### src/sv/sktbl_pkg.sv
`timescale 1ns / 1ps
// ----------------------------------------------------------------------------
// sktbl_pkg
// Shared types and codes of the sorted key table: operation and status
// codes, the entry layout and the command broadcast to the cell row.
// ----------------------------------------------------------------------------
package sktbl_pkg;

  localparam int KEY_W  = 32;
  localparam int REF_W  = 16;
  localparam int FUNC_W = 2;
  localparam int STAT_W = 2;

  typedef enum logic [FUNC_W-1:0] {
    FUNC_LOOKUP = 2'd0,
    FUNC_INSERT = 2'd1,
    FUNC_CLEAR  = 2'd2
  } func_t;

  typedef enum logic [STAT_W-1:0] {
    STAT_DONE = 2'd0,
    STAT_MISS = 2'd1,
    STAT_FULL = 2'd2
  } stat_t;

  typedef enum logic {
    ST_IDLE   = 1'b0,
    ST_SEARCH = 1'b1
  } state_t;

  typedef enum logic [1:0] {
    CMD_HOLD   = 2'd0,
    CMD_INSERT = 2'd1,
    CMD_UPDATE = 2'd2
  } cell_cmd_t;

  typedef struct packed {
    logic [KEY_W-1:0] key;
    logic [REF_W-1:0] text;
    logic [REF_W-1:0] audio;
  } entry_t;

  typedef struct packed {
    cell_cmd_t cmd;
    entry_t    entry;
  } cell_ctl_t;

endpackage

### src/sv/sktbl_cell.sv
`timescale 1ns / 1ps
// ----------------------------------------------------------------------------
// sktbl_cell
// One slot of the sorted row. Compares its key with the broadcast key and
// on insert either keeps its entry, takes the new one, or takes its lower
// neighbor's entry so the row shifts up by one.
// ----------------------------------------------------------------------------
module sktbl_cell #(
  parameter int CNT_W    = 11,
  parameter int CELL_IDX = 0
) (
  input  logic               clk,
  input  sktbl_pkg::cell_ctl_t ctl,
  input  logic [CNT_W-1:0]   fill,
  input  sktbl_pkg::entry_t  prev_entry,
  input  logic               prev_lt,
  output sktbl_pkg::entry_t  entry_o,
  output logic               lt_o,
  output logic               eq_o,
  output logic               mark_o
);
  import sktbl_pkg::*;

  entry_t entry_r;
  entry_t entry_nxt;
  logic   occupied;

  assign occupied = (CNT_W'(CELL_IDX) < fill);
  assign lt_o     = occupied && ($signed(entry_r.key) < $signed(ctl.entry.key));
  assign eq_o     = occupied && (entry_r.key == ctl.entry.key);
  // first slot that is empty or whose key is not below the search key
  assign mark_o   = prev_lt && !lt_o;
  assign entry_o  = entry_r;

  always_comb begin
    entry_nxt = entry_r;
    case (ctl.cmd)
      CMD_INSERT: begin
        if (!lt_o) begin
          entry_nxt = prev_lt ? ctl.entry : prev_entry;
        end
      end
      CMD_UPDATE: begin
        if (eq_o) begin
          entry_nxt.text  = ctl.entry.text;
          entry_nxt.audio = ctl.entry.audio;
        end
      end
      default: entry_nxt = entry_r;
    endcase
  end

  always_ff @(posedge clk) begin
    entry_r <= entry_nxt;
  end

endmodule

### config.mk
export PLATFORM = sky130hd
export DESIGN_NAME = sktbl_cell
export DESIGN_NICKNAME = d
export VERILOG_FILES = /design/src/sv/sktbl_pkg.sv /design/src/sv/sktbl_cell.sv
export SDC_FILE = /design/constraint.sdc
export NUM_CORES = 1
export LEC_CHECK = 0
export BUFFER_PORTS_ARGS = -buffer_cell sky130_fd_sc_hd__buf_2
export CAP_MARGIN = 20
export CORE_ASPECT_RATIO = 0.7
export CORE_MARGIN = 2
export CORE_UTILIZATION = 48
export DETAILED_ROUTE_END_ITERATION = 12
export PLACE_DENSITY_LB_ADDON = 0.1
export SYNTH_ARGS = -nofsm -noshare
export SYNTH_HDL_FRONTEND = slang
export SYNTH_SLANG_ARGS = --single-unit
### constraint.sdc
create_clock -name clk -period 10.8 [get_ports clk]
set_clock_uncertainty 0.15 [all_clocks]
set_input_delay 3.24 -clock clk [delete_from_list [all_inputs] [get_ports clk]]
set_output_delay 3.24 -clock clk [all_outputs]
set_load 0.01 [all_outputs]
# == Word-level counts from Yosys, hierarchy flattened ==
# Cells that the tools add are included.
# classes
n_eq_ne,5
reduce_logical,7
order_cmp,2
n_bitwise,1
n_mux,4
# op_table
op,n
$mux W32,2
$mux W64,1
$pmux W32 S2,1
$eq A32 B32 Y1,1
$lt A32 B32 Y1,1
$lt A1 B11 Y1 const A,1
$ne A2 B2 Y1 const B,2
$logic_and A1 B1 Y1,3
$reduce_and A3 Y1,1
$eq A2 B1 Y1 const B,1
$eq A2 B2 Y1 const B,1
$reduce_and A2 Y1,1
$reduce_bool A2 Y1,1
$logic_not A1 Y1,1
$not A1 Y1,1
# word_totals
ff_bits,64
elab_cells,22
out_inout_bits,67

# == Depth between registers and ports, before layout ==
# logic_depth
word_depth,4
depth_mapped,8
ltp_nobuf,8

# == Least setup slack after synthesis ==
# Ideal clock, no wire load.
# synth_timing
kind,input port to output port
from,in ctl[63] in the netlist's numbering
to,out mark_o
path_stages,7
t_required_ns,7.410
t_arrival_ns,4.830
path_slack_ns,2.580
path_buffers,0
cell_sequence,inv_1 ha_1 nand4_2 or4_4 a31oi_2 nor3_1 and3b_1
# synth_between
elab_chain_len,4
# synth_lines
item,line,source
"start, declared",sktbl_cell.sv:13,"input sktbl_pkg::cell_ctl_t ctl,"
$lt A32 B32 Y1,sktbl_cell.sv:29,assign lt_o = occupied && ($signed(entry_r.key) < $signed(ctl.entry.key));
$logic_and A1 B1 Y1,sktbl_cell.sv:29,
$logic_not A1 Y1,n/a,
$logic_and A1 B1 Y1,sktbl_cell.sv:32,assign mark_o = prev_lt && !lt_o;
"end, declared",sktbl_cell.sv:20,output logic mark_o
# No other way between the ends.

# == Worst setup path in the final report ==
# layout_timing
from,in ctl[45] in the netlist's numbering
to,out mark_o
# The elaborated chain is that of the path after synthesis.

==> metrics.csv <==
stage;metric;value;unit
final_layout;P&R area growth vs syn;38.0;%
global_routing;first-pass GRT wire length;13.1;mm
clocking;H-tree levels;3;
global_routing;initial antenna violation count;0;
final_layout;Layout Cell Area excl Fill;0.00496;sq mm
clocking;post-cts gate resize count;0;
detailed_routing;Final ANT Viol Nets;0;
worst_setup_path;critical path launch point type;primary input;
worst_setup_path;Worst Setup End Kind;output pin;
power_and_ir_drop;worst vdd ir;0.0751;mV
final_layout;Fillers;573;
clocking;Worst-path clk slew;0.08;ns
power_and_ir_drop;static leakage;2.33;nW
place;GP Congestion;0.838;
place;DP Area;0.00477;sq mm
timing;measured slew at the worst slew-check pin;0.811;ns
timing;final hold violation count;0;
run;maxcap violations;0;
worst_setup_path;Crit path largest cell delay;0.52;ns
worst_setup_path;Worst setup startpoint;ctl[45];
timing;fmax;114;MHz
worst_setup_path;Max stage delay cell, worst path;nor4_1;
final_layout;number of flip-flops in the largest register;64;
detailed_routing;drt first pass iters;4;
global_routing;met3 Use GR;7.61;%
clocking;CTS tree;yes;
clocking;clock tree buffer depth;2;
logic_synthesis;Yosys top cell by area;edfxtp_1;
floorplanning;initial core utilization;49.3;%
clocking;# clock sinks;64;
logic_synthesis;Syn Nets;448;
global_routing;Overflow after GRT;0;
logic_synthesis;Netlist cell types;28;
timing;RSZ-0062 raised after global routing;false;
floorplanning;Std-Cell Rows;26;
floorplanning;Die Wd;107;um
final_layout;NumNets Final;664;
clocking;Hold-fix buffers, CTS;0;
clocking;total CTS buffers;9;
final_layout;layout cell share with drive strength beyond 1;59.7;%
global_routing;M2 GR Usage;34.3;%
worst_setup_path;CP max FO;3;
detailed_routing;DRT iter0 DRCs;96;
global_routing;All-Layer GR Usage;21.0;%
logic_synthesis;Mapped Cells;273;
place;HPWL Detailed;6.76;mm
final_layout;Register Area;0.00192;sq mm
logic_synthesis;sequential area share after synthesis;53.4;%
min_path;Worst Hold Class;flip-flop to flip-flop;
logic_synthesis;synth warn;0;
worst_setup_path;kind of critical path;primary input to output pin;
floorplanning;core area;0.00729;sq mm
detailed_routing;DR vias;2883;
place;I/O Buffers;209;
clocking;Setup Buffers After CTS;0;
global_routing;met1 GRT Util;25.7;%
timing;Hold WS;1.13;ns
detailed_routing;Final Routed Wirelength;8.65;mm
global_routing;largest net degree at the start of global routing;35;
timing;fin crit share;81.1;%
floorplanning;die area;0.00821;sq mm
timing;worst rel slew slack;45.9;%
floorplanning;top-level port count;210;
worst_setup_path;Crit path top cell by count;buf_2;
clocking;Worst-Skew Late Latency;0.34;ns
power_and_ir_drop;Tot Pwr;0.613;mW
worst_setup_path;Worst Path Required;7.41;ns
timing;Slew Limit Fails;0;
logic_synthesis;flops & latches, synth;64;
logic_synthesis;post-synth design cell area;0.00360;sq mm
detailed_routing;residual DRC count;0;
final_layout;Multi-input gate area;0.00152;sq mm
worst_setup_path;crit path cell chain;buf_2 > inv_1 > ha_1 > nand4_1 > nor4_1 > o21ai_0 > a31oi_2 > nor3_1 > and3b_1 > buf_2;
clocking;clock root buffer;clkbuf_8;
detailed_routing;Wirelength per Cell;14.6;um
timing;Final min period;8.76;ns
worst_setup_path;worst path arrival time;5.37;ns
detailed_routing;vias per cell;4.87;
logic_synthesis;post-synth top area share;53.4;%
status;outcome;finished clean;
global_routing;busiest metal layer after global routing;met2;
final_layout;Layout Utilization;68.1;%
logic_synthesis;synth top area cells;edfxtp_1, mux2_2, ha_1, inv_1, a21oi_1;
floorplanning;Die H;76.4;um
global_routing;vias in the first global route;2823;
timing;setup TNS;0;ns
power_and_ir_drop;Pwr Density;123;mW/mm^2
min_path;min-delay src;entry_o[63]$_DFFE_PP_;
logic_synthesis;Synth Area per Inst;13.2;sq um
worst_setup_path;r2r startpoint;entry_o[47]$_DFFE_PP_;
timing;# setup viols final;0;
final_layout;Ant. Diodes;0;
==> cell usage after synthesis <==
cell type   n
nor4_1      3
o2111ai_1   1
and3b_1     1
clkbuf_1    7
and4b_1     1
nand4_1     5
a21oi_1    15
o31a_1      1
o211ai_1    1
o21ai_0     6
o31ai_1     1
nor3_1      3
a21o_1      1
nand3b_1    1
nand4_2     1
nand3_1     2
nand2_1    15
a211oi_1    1
nor3b_1     1
or4_4       1
a221oi_1    1
nor2_1      7
mux2_2     64
ha_1       32
edfxtp_1   64
a31oi_2     1
inv_1      35
nand2b_1    1
==> cell families (layout without fill, tap and decap cells) <==
group / after synthesis / in the layout / synth area share (%)
flip-flops: 64 / 64 / 53.4
adder cells (fa/ha/maj): 32 / 32 / 11.1
buffers and inverters: 42 / 263 / 4.38
AO/OA/AOI/OAI: 29 / 29 / 4.84
AND/OR/NAND/NOR: 42 / 42 / 6.16
multiplexers: 64 / 64 / 20.0
==> path summary, 6_finish.rpt <==
kind                                         endpoint  slack (ns)  cells past startpoint
worst max-delay path                           mark_o        2.04                     10
worst min register to register   entry_o[0]$_DFFE_PP_        1.13                      4
worst min-delay path             entry_o[0]$_DFFE_PP_        1.13                      4
worst max register to register  entry_o[42]$_DFFE_PP_        7.25                      8
==> critical path: cells and delay by family <==
| family | cells | cell delay, ns |
|---|---|---|
| adders and majority gates | 1 | 0.30 |
| buffers and inverters | 3 | 0.25 |
| and+or+nand+nor | 4 | 1.07 |
| AOI/OAI and AO/OA | 2 | 0.51 |
==> area by class of cell <==
class | count | share of cell area [%]
sequential | 64 | 38.7
multi-input combinational | 167 | 30.7
timing repair buffer | 212 | 21.5
inverter | 35 | 2.65
clock buffer | 9 | 2.50
tap | 98 | 2.47
clock inverter | 7 | 1.41
==> through the flow <==
stage	instances	setup slack [ns]
finish	592	2.04
global route	592	1.95
CTS	592	2.09
detailed placement	576	2.11
global placement	576	2.24
floorplan	273	2.58
==> cell usage in the layout, fill, tap and decap left out <==
cell type	instances
a211oi_1	1
edfxtp_1	64
nand3_1	2
and4b_1	1
bufinv_16	1
a21oi_1	15
or4_4	1
ha_1	32
nor4_1	3
clkbuf_8	9
buf_4	3
a31oi_2	1
nor2_1	6
nand3b_1	1
o31ai_1	1
clkinv_1	2
nor2_2	1
o211ai_1	1
o31a_1	1
nand2_1	15
a21o_1	1
buf_2	209
nor3_1	3
nand4_2	1
clkinvlp_4	2
nand4_1	5
nand2b_1	1
inv_6	2
o2111ai_1	1
o21ai_0	6
mux2_2	64
a221oi_1	1
nor3b_2	1
and3b_1	1
inv_1	35
==> routing by layer <==
metal  vias to the layer above  part of all wire (%)
li1                       1446                     -
met1                      1310                    43
met2                       117                    47
met3                        10                   8.7
met4                         0                   1.2
met5                         -                     0
==> power by group <==
group / switching (mW) / internal [mW] / leakage [nW]
clock network: 0.0989 / 0.107 / 0.0913
registers: 0.00445 / 0.291 / 0.588
logic: 0.0540 / 0.0575 / 1.65
(Power assumes the default switching activity.)
